`src/design/nearest_climate_entry_select_macros.svh`:
```
// Assertion macros shared by the climate entry selector.
`ifndef NEAREST_CLIMATE_ENTRY_SELECT_MACROS_SVH
`define NEAREST_CLIMATE_ENTRY_SELECT_MACROS_SVH
`ifndef ASSERT_OFF
// Same-cycle implication, disabled while reset is asserted.
`define NCES_ASSERT_IMP(lbl, clk, rstn, ante, cons, msg) \
	lbl: assert property (@(posedge clk) disable iff (!rstn) (ante) |-> (cons)) \
		else $error(msg);
// Next-cycle implication, disabled while reset is asserted.
`define NCES_ASSERT_NXT(lbl, clk, rstn, ante, cons, msg) \
	lbl: assert property (@(posedge clk) disable iff (!rstn) (ante) |=> (cons)) \
		else $error(msg);
`else
`define NCES_ASSERT_IMP(lbl, clk, rstn, ante, cons, msg)
`define NCES_ASSERT_NXT(lbl, clk, rstn, ante, cons, msg)
`endif
`endif

```
`src/design/nces_pkg.sv`:
```
// Shared constants and controller/datapath interface types of the climate entry selector.
package nces_pkg;

	// Width of the height and climate fields on the ports.
	localparam int FIELD_W = 16;

	// Operation codes carried by the op field.
	localparam logic [1:0] OP_QUERY  = 2'd0;
	localparam logic [1:0] OP_INSERT = 2'd1;
	localparam logic [1:0] OP_CLEAR  = 2'd2;

	// Insert status codes.
	localparam logic [1:0] ST_OK        = 2'd0;
	localparam logic [1:0] ST_BAD_RANGE = 2'd1;
	localparam logic [1:0] ST_FULL      = 2'd2;

	// Commands from the controller to the datapath.
	typedef struct packed {
		logic accept;
		logic issue;
		logic load_out;
	} nces_cmd_t;

	// Status from the datapath to the controller.
	typedef struct packed {
		logic in_query;
		logic count_zero;
		logic scan_last;
		logic pipe_busy;
	} nces_stat_t;

endpackage

```
`src/design/nces_ctrl.sv`:
```
// Controller state machine that sequences accept, table scan, drain and result load.
module nces_ctrl import nces_pkg::*; (
	input  logic       clk,
	input  logic       arst_n,
	input  logic       in_valid,
	output logic       in_stall,
	output logic       out_valid,
	input  logic       out_stall,
	input  nces_stat_t stat,
	output nces_cmd_t  cmd
);

	typedef enum logic [3:0] {
		S_IDLE  = 4'b0001,
		S_SCAN  = 4'b0010,
		S_DRAIN = 4'b0100,
		S_DONE  = 4'b1000
	} state_t;

	state_t state_q;
	state_t state_d;
	logic   out_valid_q;
	logic   slot_free;

	// New words are taken only between operations.
	assign in_stall  = (state_q != S_IDLE);
	assign out_valid = out_valid_q;
	assign slot_free = !out_valid_q || !out_stall;

	// Next state and command decode.
	always_comb begin
		state_d      = state_q;
		cmd.accept   = 1'b0;
		cmd.issue    = 1'b0;
		cmd.load_out = 1'b0;
		case (state_q)
			S_IDLE: begin
				if (in_valid) begin
					cmd.accept = 1'b1;
					if (stat.in_query && !stat.count_zero) begin
						state_d = S_SCAN;
					end else begin
						state_d = S_DONE;
					end
				end
			end
			S_SCAN: begin
				cmd.issue = 1'b1;
				if (stat.scan_last) begin
					state_d = S_DRAIN;
				end
			end
			S_DRAIN: begin
				if (!stat.pipe_busy) begin
					state_d = S_DONE;
				end
			end
			S_DONE: begin
				if (slot_free) begin
					cmd.load_out = 1'b1;
					state_d      = S_IDLE;
				end
			end
			default: begin
				state_d = S_IDLE;
			end
		endcase
	end

	// State and output-valid registers.
	always_ff @(posedge clk or negedge arst_n) begin
		if (!arst_n) begin
			state_q     <= S_IDLE;
			out_valid_q <= 1'b0;
		end else begin
			state_q <= state_d;
			if (cmd.load_out) begin
				out_valid_q <= 1'b1;
			end else if (!out_stall) begin
				out_valid_q <= 1'b0;
			end
		end
	end

endmodule

```
`src/design/nces_dp.sv`:
```
// Datapath: entry memory, entry count, distance pipeline, best tracker and result register.
module nces_dp import nces_pkg::*; #(
	parameter int MAX_ENTRIES  = 16,
	parameter int CLIMATE_BITS = 16
) (
	input  logic                      clk,
	input  logic                      arst_n,
	input  nces_cmd_t                 cmd,
	output nces_stat_t                stat,
	input  logic [1:0]                op,
	input  logic signed [FIELD_W-1:0] height,
	input  logic signed [FIELD_W-1:0] low_height,
	input  logic signed [FIELD_W-1:0] high_height,
	input  logic [FIELD_W-1:0]        humidity,
	input  logic [FIELD_W-1:0]        temperature,
	input  logic                      underground,
	output logic [3:0]                entry_index,
	output logic                      used_default,
	output logic [1:0]                insert_status
);

	localparam int CB   = (CLIMATE_BITS < FIELD_W) ? CLIMATE_BITS : FIELD_W;
	localparam int IW   = (MAX_ENTRIES > 1) ? $clog2(MAX_ENTRIES) : 1;
	localparam int CNTW = $clog2(MAX_ENTRIES + 1);
	localparam int DW   = 2 * CB + 1;

	// Entry memory.
	logic signed [FIELD_W-1:0] mem_low   [MAX_ENTRIES];
	logic signed [FIELD_W-1:0] mem_high  [MAX_ENTRIES];
	logic [CB-1:0]             mem_hum   [MAX_ENTRIES];
	logic [CB-1:0]             mem_tmp   [MAX_ENTRIES];
	logic                      mem_under [MAX_ENTRIES];

	logic [CNTW-1:0] count_q;
	logic [IW-1:0]   scan_addr_q;
	logic [IW-1:0]   wr_addr;
	logic            bad_range;
	logic            full;
	logic            do_write;

	// Latched operation and query operands.
	logic [1:0]                op_q;
	logic [1:0]                status_q;
	logic signed [FIELD_W-1:0] q_height_q;
	logic [CB-1:0]             q_hum_q;
	logic [CB-1:0]             q_tmp_q;
	logic                      q_under_q;

	// Scan pipeline.
	logic                      v_s1, v_s2, v_s3;
	logic [IW-1:0]             idx_s1, idx_s2, idx_s3;
	logic signed [FIELD_W-1:0] rd_low_s1, rd_high_s1;
	logic [CB-1:0]             rd_hum_s1, rd_tmp_s1;
	logic                      rd_under_s1;
	logic                      match_s2, match_s3;
	logic [CB-1:0]             dt_s2, dh_s2;
	logic [2*CB-1:0]           sqt_s3, sqh_s3;
	logic [DW-1:0]             sum_sq;
	logic                      upd;

	// Best entry so far.
	logic          found_q;
	logic [DW-1:0] best_q;
	logic [IW-1:0] best_idx_q;
	logic [IW+3:0] best_idx_ext;

	// Result register.
	logic [3:0] entry_index_q;
	logic       used_default_q;
	logic [1:0] insert_status_q;

	// Insert checks against the current table.
	assign bad_range = low_height > high_height;
	assign full      = (count_q == CNTW'(MAX_ENTRIES));
	assign wr_addr   = count_q[IW-1:0];
	assign do_write  = cmd.accept && (op == OP_INSERT) && !bad_range && !full;

	// Status toward the controller.
	assign stat.in_query   = (op == OP_QUERY);
	assign stat.count_zero = (count_q == '0);
	assign stat.scan_last  = ((CNTW'(scan_addr_q) + CNTW'(1)) == count_q);
	assign stat.pipe_busy  = v_s1 || v_s2 || v_s3;

	// Memory write on insert and registered read during the scan.
	always_ff @(posedge clk) begin
		if (do_write) begin
			mem_low[wr_addr]   <= low_height;
			mem_high[wr_addr]  <= high_height;
			mem_hum[wr_addr]   <= humidity[CB-1:0];
			mem_tmp[wr_addr]   <= temperature[CB-1:0];
			mem_under[wr_addr] <= underground;
		end
		if (cmd.issue) begin
			rd_low_s1   <= mem_low[scan_addr_q];
			rd_high_s1  <= mem_high[scan_addr_q];
			rd_hum_s1   <= mem_hum[scan_addr_q];
			rd_tmp_s1   <= mem_tmp[scan_addr_q];
			rd_under_s1 <= mem_under[scan_addr_q];
			idx_s1      <= scan_addr_q;
		end
	end

	// Control registers: count, scan address, stage valids, match flags, found flag.
	always_ff @(posedge clk or negedge arst_n) begin
		if (!arst_n) begin
			count_q     <= '0;
			scan_addr_q <= '0;
			v_s1        <= 1'b0;
			v_s2        <= 1'b0;
			v_s3        <= 1'b0;
			match_s2    <= 1'b0;
			match_s3    <= 1'b0;
			found_q     <= 1'b0;
		end else begin
			if (do_write) begin
				count_q <= count_q + CNTW'(1);
			end else if (cmd.accept && (op == OP_CLEAR)) begin
				count_q <= '0;
			end
			if (cmd.accept) begin
				scan_addr_q <= '0;
			end else if (cmd.issue) begin
				scan_addr_q <= scan_addr_q + IW'(1);
			end
			v_s1     <= cmd.issue;
			v_s2     <= v_s1;
			v_s3     <= v_s2;
			match_s2 <= v_s1 && (q_height_q <= rd_high_s1) && (q_height_q >= rd_low_s1)
				&& (rd_under_s1 == q_under_q);
			match_s3 <= match_s2;
			if (cmd.accept) begin
				found_q <= 1'b0;
			end else if (upd) begin
				found_q <= 1'b1;
			end
		end
	end

	// Latch the word's operands and the insert status on accept.
	always_ff @(posedge clk) begin
		if (cmd.accept) begin
			op_q       <= op;
			q_height_q <= height;
			q_hum_q    <= humidity[CB-1:0];
			q_tmp_q    <= temperature[CB-1:0];
			q_under_q  <= underground;
			if (op != OP_INSERT) begin
				status_q <= ST_OK;
			end else if (bad_range) begin
				status_q <= ST_BAD_RANGE;
			end else if (full) begin
				status_q <= ST_FULL;
			end else begin
				status_q <= ST_OK;
			end
		end
	end

	// Absolute differences, then squares.
	always_ff @(posedge clk) begin
		dt_s2  <= (q_tmp_q >= rd_tmp_s1) ? (q_tmp_q - rd_tmp_s1) : (rd_tmp_s1 - q_tmp_q);
		dh_s2  <= (q_hum_q >= rd_hum_s1) ? (q_hum_q - rd_hum_s1) : (rd_hum_s1 - q_hum_q);
		idx_s2 <= idx_s1;
		sqt_s3 <= dt_s2 * dt_s2;
		sqh_s3 <= dh_s2 * dh_s2;
		idx_s3 <= idx_s2;
	end

	// Sum and compare against the best; strict less keeps the first of equal entries.
	assign sum_sq = DW'(sqt_s3) + DW'(sqh_s3);
	assign upd    = match_s3 && (!found_q || (sum_sq < best_q));

	always_ff @(posedge clk) begin
		if (upd) begin
			best_q     <= sum_sq;
			best_idx_q <= idx_s3;
		end
	end

	// Result register, loaded once per operation.
	assign best_idx_ext = (IW + 4)'(best_idx_q);

	always_ff @(posedge clk) begin
		if (cmd.load_out) begin
			if (op_q == OP_QUERY) begin
				entry_index_q   <= found_q ? best_idx_ext[3:0] : 4'd0;
				used_default_q  <= !found_q;
				insert_status_q <= ST_OK;
			end else begin
				entry_index_q   <= 4'd0;
				used_default_q  <= 1'b0;
				insert_status_q <= status_q;
			end
		end
	end

	assign entry_index   = entry_index_q;
	assign used_default  = used_default_q;
	assign insert_status = insert_status_q;

endmodule

```
`src/design/nearest_climate_entry_select.sv`:
```
// Top level of the nearest climate entry selector: controller, datapath and checks.
//
// The input channel takes one word per operation: op selects query, insert or clear, and
// the remaining fields carry the query or the entry. Both channels use valid and stall;
// a word moves at a rising edge with valid high and stall low. Every input word yields
// exactly one output word (entry_index, used_default, insert_status), in order.
// Insert, clear, the unused op code and a query on an empty table go from accept straight
// to the done state and load their result once the output register is free; the next
// word is taken only after that. A query reads the entry memory one entry per cycle
// through its single read port and feeds a three-stage distance pipeline; after its
// last entry the pipeline drains, and the result is loaded once the output register is
// free. One operation is in progress at a time; in_stall is high from accept until the
// result is loaded into the output register. The next word is taken while that result
// still waits, and a stalled result holds until the receiver takes it. Reset empties
// the table (entry count zero) and clears the output valid and the pipeline stage valids;
// the entry memory itself is not cleared and needs no clearing pass.
`include "nearest_climate_entry_select_macros.svh"
module nearest_climate_entry_select import nces_pkg::*; #(
	parameter int MAX_ENTRIES  = 16,
	parameter int CLIMATE_BITS = 16
) (
	input  logic                      clk,
	input  logic                      arst_n,
	input  logic                      in_valid,
	output logic                      in_stall,
	input  logic [1:0]                op,
	input  logic signed [FIELD_W-1:0] height,
	input  logic signed [FIELD_W-1:0] low_height,
	input  logic signed [FIELD_W-1:0] high_height,
	input  logic [FIELD_W-1:0]        humidity,
	input  logic [FIELD_W-1:0]        temperature,
	input  logic                      underground,
	output logic                      out_valid,
	input  logic                      out_stall,
	output logic [3:0]                entry_index,
	output logic                      used_default,
	output logic [1:0]                insert_status
);

	nces_cmd_t  cmd;
	nces_stat_t stat;

	// Sequencing.
	nces_ctrl u_ctrl (
		.clk       (clk),
		.arst_n    (arst_n),
		.in_valid  (in_valid),
		.in_stall  (in_stall),
		.out_valid (out_valid),
		.out_stall (out_stall),
		.stat      (stat),
		.cmd       (cmd)
	);

	// Table, scan pipeline and result register.
	nces_dp #(
		.MAX_ENTRIES  (MAX_ENTRIES),
		.CLIMATE_BITS (CLIMATE_BITS)
	) u_dp (
		.clk           (clk),
		.arst_n        (arst_n),
		.cmd           (cmd),
		.stat          (stat),
		.op            (op),
		.height        (height),
		.low_height    (low_height),
		.high_height   (high_height),
		.humidity      (humidity),
		.temperature   (temperature),
		.underground   (underground),
		.entry_index   (entry_index),
		.used_default  (used_default),
		.insert_status (insert_status)
	);

	// After a word is taken the block is busy on it.
	`NCES_ASSERT_NXT(a_busy_after_accept, clk, arst_n, in_valid && !in_stall, in_stall, "busy")
	// The scan only runs over a non-empty table.
	`NCES_ASSERT_IMP(a_scan_nonempty, clk, arst_n, cmd.issue, !stat.count_zero, "empty scan")
	// The scan stops right after its last entry.
	`NCES_ASSERT_NXT(a_scan_stops, clk, arst_n, cmd.issue && stat.scan_last, !cmd.issue, "overrun")

endmodule

```
`config.mk`:
```
export PLATFORM = sky130hd
export DESIGN_NAME = nearest_climate_entry_select
export DESIGN_NICKNAME = d
export VERILOG_FILES = /design/src/design/nces_pkg.sv /design/src/design/nces_ctrl.sv /design/src/design/nces_dp.sv /design/src/design/nearest_climate_entry_select.sv
export VERILOG_INCLUDE_DIRS = /design/src /design/src/design
export SDC_FILE = /design/constraint.sdc
export NUM_CORES = 2
export LEC_CHECK = 0
export BUFFER_PORTS_ARGS = -buffer_cell sky130_fd_sc_hd__buf_2
export CAP_MARGIN = 40
export CELL_PAD_IN_SITES_DETAIL_PLACEMENT = 0
export CELL_PAD_IN_SITES_GLOBAL_PLACEMENT = 1
export CORE_MARGIN = 2
export CORE_UTILIZATION = 35
export DETAILED_ROUTE_END_ITERATION = 10
export PLACE_DENSITY_LB_ADDON = 0.25
export SETUP_SLACK_MARGIN = 0.5
export SLEW_MARGIN = 5
export SYNTH_ARGS = -nofsm -noshare
export SYNTH_HDL_FRONTEND = slang
export SYNTH_SLANG_ARGS = --single-unit
```
`constraint.sdc`:
```
create_clock -name clk -period 12.5 [get_ports clk]
set_input_delay 0.625 -clock clk [delete_from_list [all_inputs] [get_ports clk]]
set_output_delay 0.625 -clock clk [all_outputs]
set_load 0.02 [all_outputs]
```
# Word-level counts from Yosys, hierarchy flattened
# Memories as Yosys holds them, arrays and structs flattened. A register that Yosys moved wholly into a read port is not among the register bits.
# Cells that the tools add are included.
dict set report op_classes {
  addsub 8
  mul 2
  order_cmp 6
  eq_ne 16
  n_mux 25
  reduce_logical 28
}
# cell n
set op_table {}
lappend op_table {{16-bit by 16-bit multiplier with 32-bit output} 2}
lappend op_table {{16-bit subtractor} 4}
lappend op_table {{16-bit >= comparator} 3}
lappend op_table {{32-bit by 32-bit adder with 33-bit output} 1}
lappend op_table {{33-bit < comparator} 1}
lappend op_table {{16-bit 2-to-1 mux} 2}
lappend op_table {{4-bit 2-to-1 mux} 7}
lappend op_table {{16-bit greater-than comparator} 1}
lappend op_table {{16-bit <= comparator} 1}
lappend op_table {{4-bit one-hot mux with 4 select lines} 1}
lappend op_table {{1-bit 2-to-1 mux} 12}
lappend op_table {{5-bit 2-to-1 mux} 2}
lappend op_table {{1-bit logical AND} 9}
lappend op_table {{1-bit logical NOT} 6}
lappend op_table {{2-bit by 1-bit != test with 1-bit output (second input constant)} 3}
lappend op_table {{2-bit != test (second input constant)} 3}
lappend op_table {{2-bit nonzero test} 3}
lappend op_table {{4-bit by 1-bit adder with 5-bit output (second input constant)} 1}
lappend op_table {{5-bit by 1-bit adder with 5-bit output (second input constant)} 1}
lappend op_table {{5-bit == test} 1}
lappend op_table {{5-bit == test (second input constant)} 1}
lappend op_table {{5-bit logical NOT} 1}
lappend op_table {{4-bit by 1-bit adder with 4-bit output (second input constant)} 1}
lappend op_table {{4-bit by 1-bit == test with 1-bit output (second input constant)} 1}
lappend op_table {{13 further kinds} 17}
dict set report totals {
  register_bits 225
  mem_bits_rw 1040
  inputBits 87
  out_inout_bits 9
  wordCells 119
  n_memories 5
}
# memory depth word_bits rd rd_ports_with_merged_regs wr line
set memory_table {}
lappend memory_table {u_dp.mem_high 16 16 1 1 1 nces_dp.sv:29} ;# logic signed [FIELD_W-1:0] mem_high [MAX_ENTRIES];
lappend memory_table {u_dp.mem_hum 16 16 1 1 1 nces_dp.sv:30} ;# logic [CB-1:0] mem_hum [MAX_ENTRIES];
lappend memory_table {u_dp.mem_low 16 16 1 1 1 nces_dp.sv:28} ;# logic signed [FIELD_W-1:0] mem_low [MAX_ENTRIES];
lappend memory_table {u_dp.mem_tmp 16 16 1 1 1 nces_dp.sv:31} ;# logic [CB-1:0] mem_tmp [MAX_ENTRIES];
lappend memory_table {u_dp.mem_under 16 1 1 1 1 nces_dp.sv:32} ;# logic mem_under [MAX_ENTRIES];

# Logic depth before layout (Yosys ltp)
dict set report depth {
  word_depth 7
  ltp_mapped 25
  depth_no_buf 24
}

# Cells and area by module
# From an unflattened synthesis, not the netlist that was laid out.
dict set report unflattened {
  hier_cells 4820
  hier_area_um2 68338.0
}
# module instances cells_each area_each_um2 seq_area_each_um2
set modules_own_cells {}
lappend modules_own_cells {nces_dp 1 4785 68014.0 38632.1}
lappend modules_own_cells {nces_ctrl 1 35 324.1 126.4}

# Worst setup path after synthesis
# No wires, ideal clock.
dict set report synth_timing {
  path_kind {register to register}
  startpoint {register u_ctrl.state_q[3]}
  endpoint {register u_ctrl.state_q[3]}
  setup_ps 133
  t_arrival_ps 9139
  required_time_ps 12367
  slack_ps 3228
  path_stages_with_launch 7
  n_path_buf 0
  period_less_slack_ps 9272
  cell_sequence {dfrtp_1 > nor4b_1 > inv_1 > a31oi_1 > inv_1 > o2111ai_1 > o21ai_0}
}
dict set report synth_between {
  elab_chain_cells 3
  elab_cells_between_ends 10
  cone_classes {8 x eq/ne; 1 x mux; 1 x reduce/logical}
}
# item line
set synth_lines {}
lappend synth_lines {{start: declaration} nces_ctrl.sv:20} ;# state_t state_q;
lappend synth_lines {{start signal: assignment} nces_ctrl.sv:76} ;# state_q <= state_d;
lappend synth_lines {{4-bit == test, or another cell as far along} nces_ctrl.sv:36} ;# case (state_q)
lappend synth_lines {{2-bit by 1-bit != test with 1-bit output (no source line) or 2-bit != test (tied branches)} -}
lappend synth_lines {{4-bit AND reduction (no source line)} -}
# Several ways; a longest one is shown, not always the timed one.
# A chain may end at the register's enable or synchronous reset.

# Final worst setup path
dict set report layout_timing {
  startpoint {register u_dp.dt_s2[13]}
  endpoint {register u_dp.sqt_s3[30]}
}
dict set report layout_between {
  elab_chain_cells 1
}
# item line
set layout_lines {}
lappend layout_lines {{start: declaration} nces_dp.sv:56} ;# logic [CB-1:0] dt_s2, dh_s2;
lappend layout_lines {{start signal: assignment} nces_dp.sv:161} ;# dt_s2 <= (q_tmp_q >= rd_tmp_s1) ? (q_tmp_q - rd_tmp_s1) : (rd_tmp_s1 - q_tmp_q);
lappend layout_lines {{16-bit by 16-bit multiplier with 32-bit output} nces_dp.sv:164} ;# sqt_s3 <= dt_s2 * dt_s2;
lappend layout_lines {{end signal: assignment} nces_dp.sv:164}
lappend layout_lines {{end: declaration} nces_dp.sv:57} ;# logic [2*CB-1:0] sqt_s3, sqh_s3;
# No other way between the ends.

==> summary.txt <==
Cells and area
  – Share of layout cells above drive strength 1: ~12%
  – Fin nets: 5847
  – Fin area: a little under 80000 µm²
  – Multi-input gate area: 26900 µm²
  – Register area: between 30000 and 40000 µm²
  – Synth-to-Final Area Change: 13.0%
  – Layout fillers: about 18000

Logic synthesis
  – Post-synthesis mux area share: ~8.5%
  – Post-Syn Instances: a little under 5000
  – Ys async rst share: between 1.5 and 2%
  – Ranking of synthesized cells by area: edfxtp_1 53%, fa_1 9.6%, ha_1 7.0%, mux4_2 4.3%, inv_1 3.6%
  – Cell Area, Synth: about 69000 µm²
  – Synth Area in Adders: 16.6%
  – Syn_area_per_cell: approximately 14 µm²
  – Synth Warn #: 0
  – Most common cell in the netlist: edfxtp_1
  – Post-Synth XOR/XNOR Area: ~1.8%
  – Synth top area share: 52.7%
  – Register area share after synthesis: 56.4%
  – Post-Syn Nets: approximately 5700
  – Simple-gate portion of the synthesized area: about 4.7%
  – Number of synthesized flops with an enable pin: between 1000 and 1500
  – Complex-gate fraction of the synthesized area: approximately 7.5%
  – Synthesis-stage register bit count: about 1300
  – Main combinational cell family by area after synthesis: adder cells
  – Ys flop type: edfxtp_1
  – Synth cell types: 81
  – Area leader, netlist: edfxtp_1
  – Top cells by count, synth: 1206 x edfxtp_1, 663 x inv_1, 385 x ha_1, 328 x fa_1, 284 x nand2_1

Drt
  – DRC violations left: 0
  – WL final: 173000 µm
  – Routed vias/inst: approximately 5
  – Initial DRT Pass Iterations: 5
  – Drt first-iter violations: 2549
  – DRT antenna net count: 0
  – Drt wl/cell: between 20 and 25 µm
  – Vias: between 30000 and 40000

Placement
  – Post-DP HPWL: 110000 µm
  – Port bufs: 95
  – GPL Wtd Cong: between 0.8 and 0.9
  – Place WS: 5720 ps
  – Cell Area, Placed: 72900 µm²

Floorplanning
  – Overall die width: about 450 µm
  – Die ar.: between 150000 and 200000 µm²
  – Starting Density: between 30% and 40%
  – # rows: about 160
  – Total core area: around 190000 µm²
  – I/O pin count: 96
  – Die Y-Extent: 447 µm

Worst setup path
  – Setup CP Type: flop to flop
  – Reg2Reg Depth: 22
  – Reg2reg end: u_dp.sqt_s3[30]$_DFF_P_
  – Crit end category: flop
  – Critical path arrival: 7460 ps
  – R2R Path Start: u_dp.dt_s2[13]$_DFF_P_
  – CP required: approximately 13000 ps
  – Worst Setup Start Kind: flop
  – CP max FO: 15
  – R2R setup slack: between 5000 and 6000 ps

Global routing
  – Vias in the first global route: around 41000
  – Largest net degree at the start of global routing: roughly 120
  – Antenna violations before repair: 20
  – Gr ovfl total: 0
  – Overall routing resource usage: approximately 17%
  – First-pass GRT wire length: 259000 µm

Min path
  – Worst Hold Class: primary input to flop
  – Worst Hold Launch: height[15]
  – Hold Path Depth: 1
  – Min-Delay Endpoint: u_dp.q_height_q[15]$_DFFE_PP_

CTS
  – Clock root buffer: clkbuf_16
  – CTS tree: done
  – Clk_lat worst skew: around 800 ps
  – CTS max path bufs: 3
  – Post-CTS Setup Bufs: 0
  – CTS Sinks: 1328
  – Clock transition at path regs: approximately 60 ps
  – H-tree levels: 4
  – CTS buffer count: 147

Flow run
  – # Max-Cap Violations: 0

Outcome
  – Status: finished, final reports clean

Timing
  – Final Cycle Share: 54.6%
  – Hold WS: roughly 67 ps
  – Setup ws final: ~5700 ps
  – RSZ-0062 raised after global routing: false
  – Worst clock skew: between 60 and 70 ps
  – Worst slew margin: 33.1%
  – Highest clock rate: 0.147 GHz
  – Setup_tns: 0 ps
  – Slew Limit Fails: 0
  – Worst Tran Pin Value: approximately 1000 ps
  – Endpoints failing hold: 0
  – Setup violators final: 0
  – Minimum clock period: roughly 6800 ps
==> flip-flops by register name (all words and copies together), names as in the netlist, 5 cells and up <==
register / cells
u_dp.rd_hum_s1: 16
u_dp.mem_tmp: 256
u_dp.q_tmp_q: 16
u_dp.q_hum_q: 16
u_dp.best_q: 33
u_dp.q_height_q: 16
u_dp.mem_low: 256
u_dp.rd_high_s1: 16
u_dp.dh_s2: 16
u_dp.dt_s2: 16
u_dp.count_q: 5
u_dp.sqt_s3: 31
u_dp.mem_under: 16
u_dp.mem_hum: 256
u_dp.rd_low_s1: 16
u_dp.mem_high: 256
u_dp.sqh_s3: 31
u_dp.rd_tmp_s1: 16
==> worst max-delay path by stage <==
| stage | startpoint | end | slack [ps] | cells after the start |
|---|---|---|---|---|
| 2_1_floorplan | u_ctrl.state_q[3]$_DFFE_PN0P_ | u_ctrl.state_q[3]$_DFFE_PN0P_ | 3230 | 6 |
| 6_report | u_dp.dt_s2[13]$_DFF_P_ | u_dp.sqt_s3[30]$_DFF_P_ | 5680 | 22 |
| 5_1_grt | u_dp.dt_s2[13]$_DFF_P_ | u_dp.sqt_s3[30]$_DFF_P_ | 5220 | 22 |
| 4_1_cts | u_dp.dt_s2[13]$_DFF_P_ | u_dp.sqt_s3[30]$_DFF_P_ | 5680 | 22 |
| 3_3_place_gp | u_dp.dt_s2[13]$_DFF_P_ | u_dp.sqt_s3[30]$_DFF_P_ | 5780 | 22 |
| 3_5_place_dp | u_dp.dt_s2[13]$_DFF_P_ | u_dp.sqt_s3[30]$_DFF_P_ | 5720 | 22 |
==> cells by family after synthesis <==
logic type | count (synthesis)
AO/OA/AOI/OAI | 790
multiplexers | 413
flip-flops | 1328
AND/OR/NAND/NOR | 672
XOR/XNOR | 138
buffers and inverters | 838
adder cells (fa/ha/maj) | 713
==> layout make-up <==
cell class | count | area share [%]
flip-flops and latches | 1328 | 49.9
multi-input cells | 2726 | 34.7
clock buffers | 190 | 5.08
well taps | 2624 | 4.23
inverters | 664 | 3.21
repair buffers | 180 | 1.99
clock inverters | 77 | 0.846
diodes | 4 | 0.0129
==> critical path, stage by stage, from the launching register on <==
cell and delay (ps):
dfxtp_1 740, inv_1 300, nor2_1 210, ha_1 280, xor2_1 190, fa_1 540
inv_1 50, fa_1 490, fa_1 500, fa_1 490, inv_1 50, fa_1 470
inv_1 40, ha_1 340, a2111oi_0 340, o21ai_0 150, o21a_1 150, nor4_2 390
o21bai_1 130, a21oi_1 300, a2bb2oi_1 250, o21ai_1 110, xor2_1 160
==> repair_timing <==
item / in CTS / in global routing
gates resized for setup: 0 / 0
hold buffers: 16 / 0
hold endpoints to repair: 34 / 0
==> layout by cell type (no fill, tap or decap), types with 24 or more instances in the layout <==
cell type / count
nor2_1: 94
clkbuf_1: 37
buf_2: 95
a221oi_1: 70
edfxtp_1: 1206
nand2b_1: 24
a21oi_1: 207
and2_1: 83
nor2b_1: 38
dfxtp_1: 102
buf_4: 47
inv_1: 663
clkinv_1: 29
mux2i_1: 211
mux4_2: 130
fa_1: 328
clkbuf_16: 151
ha_1: 385
nand2_1: 283
a21o_1: 97
o21ai_0: 181
clkinv_2: 24
a22oi_1: 65
xnor2_1: 95
mux2_2: 70
nand3_1: 28
xor2_1: 43
==> metal layers <==
| layer | global-route usage (%) | vias up | part of all wire (%) |
|---|---|---|---|
| met4 | 4.68 | 16 | 2.3 |
| met3 | 2.48 | 242 | 4.0 |
| met1 | 22.7 | 19900 | 43 |
| met5 | 0 | - | 0.053 |
| met2 | 30.3 | 768 | 51 |
| li1 | - | 18000 | - |
==> per-stage QoR <==
| step | std cells | util, % |
|---|---|---|
| 6_report | 7793 | 39.8 |
| 3_3_place_gp | 7486 | 37.1 |
| 3_5_place_dp | 7506 | 37.4 |
| 5_1_grt | 7792 | 39.8 |
| 4_1_cts | 7789 | 39.8 |
| 2_1_floorplan | 4892 | - |
Power is left out: the tool's default activity adds up to more than one toggle a clock period on the data nets, which glitch-free logic cannot reach.
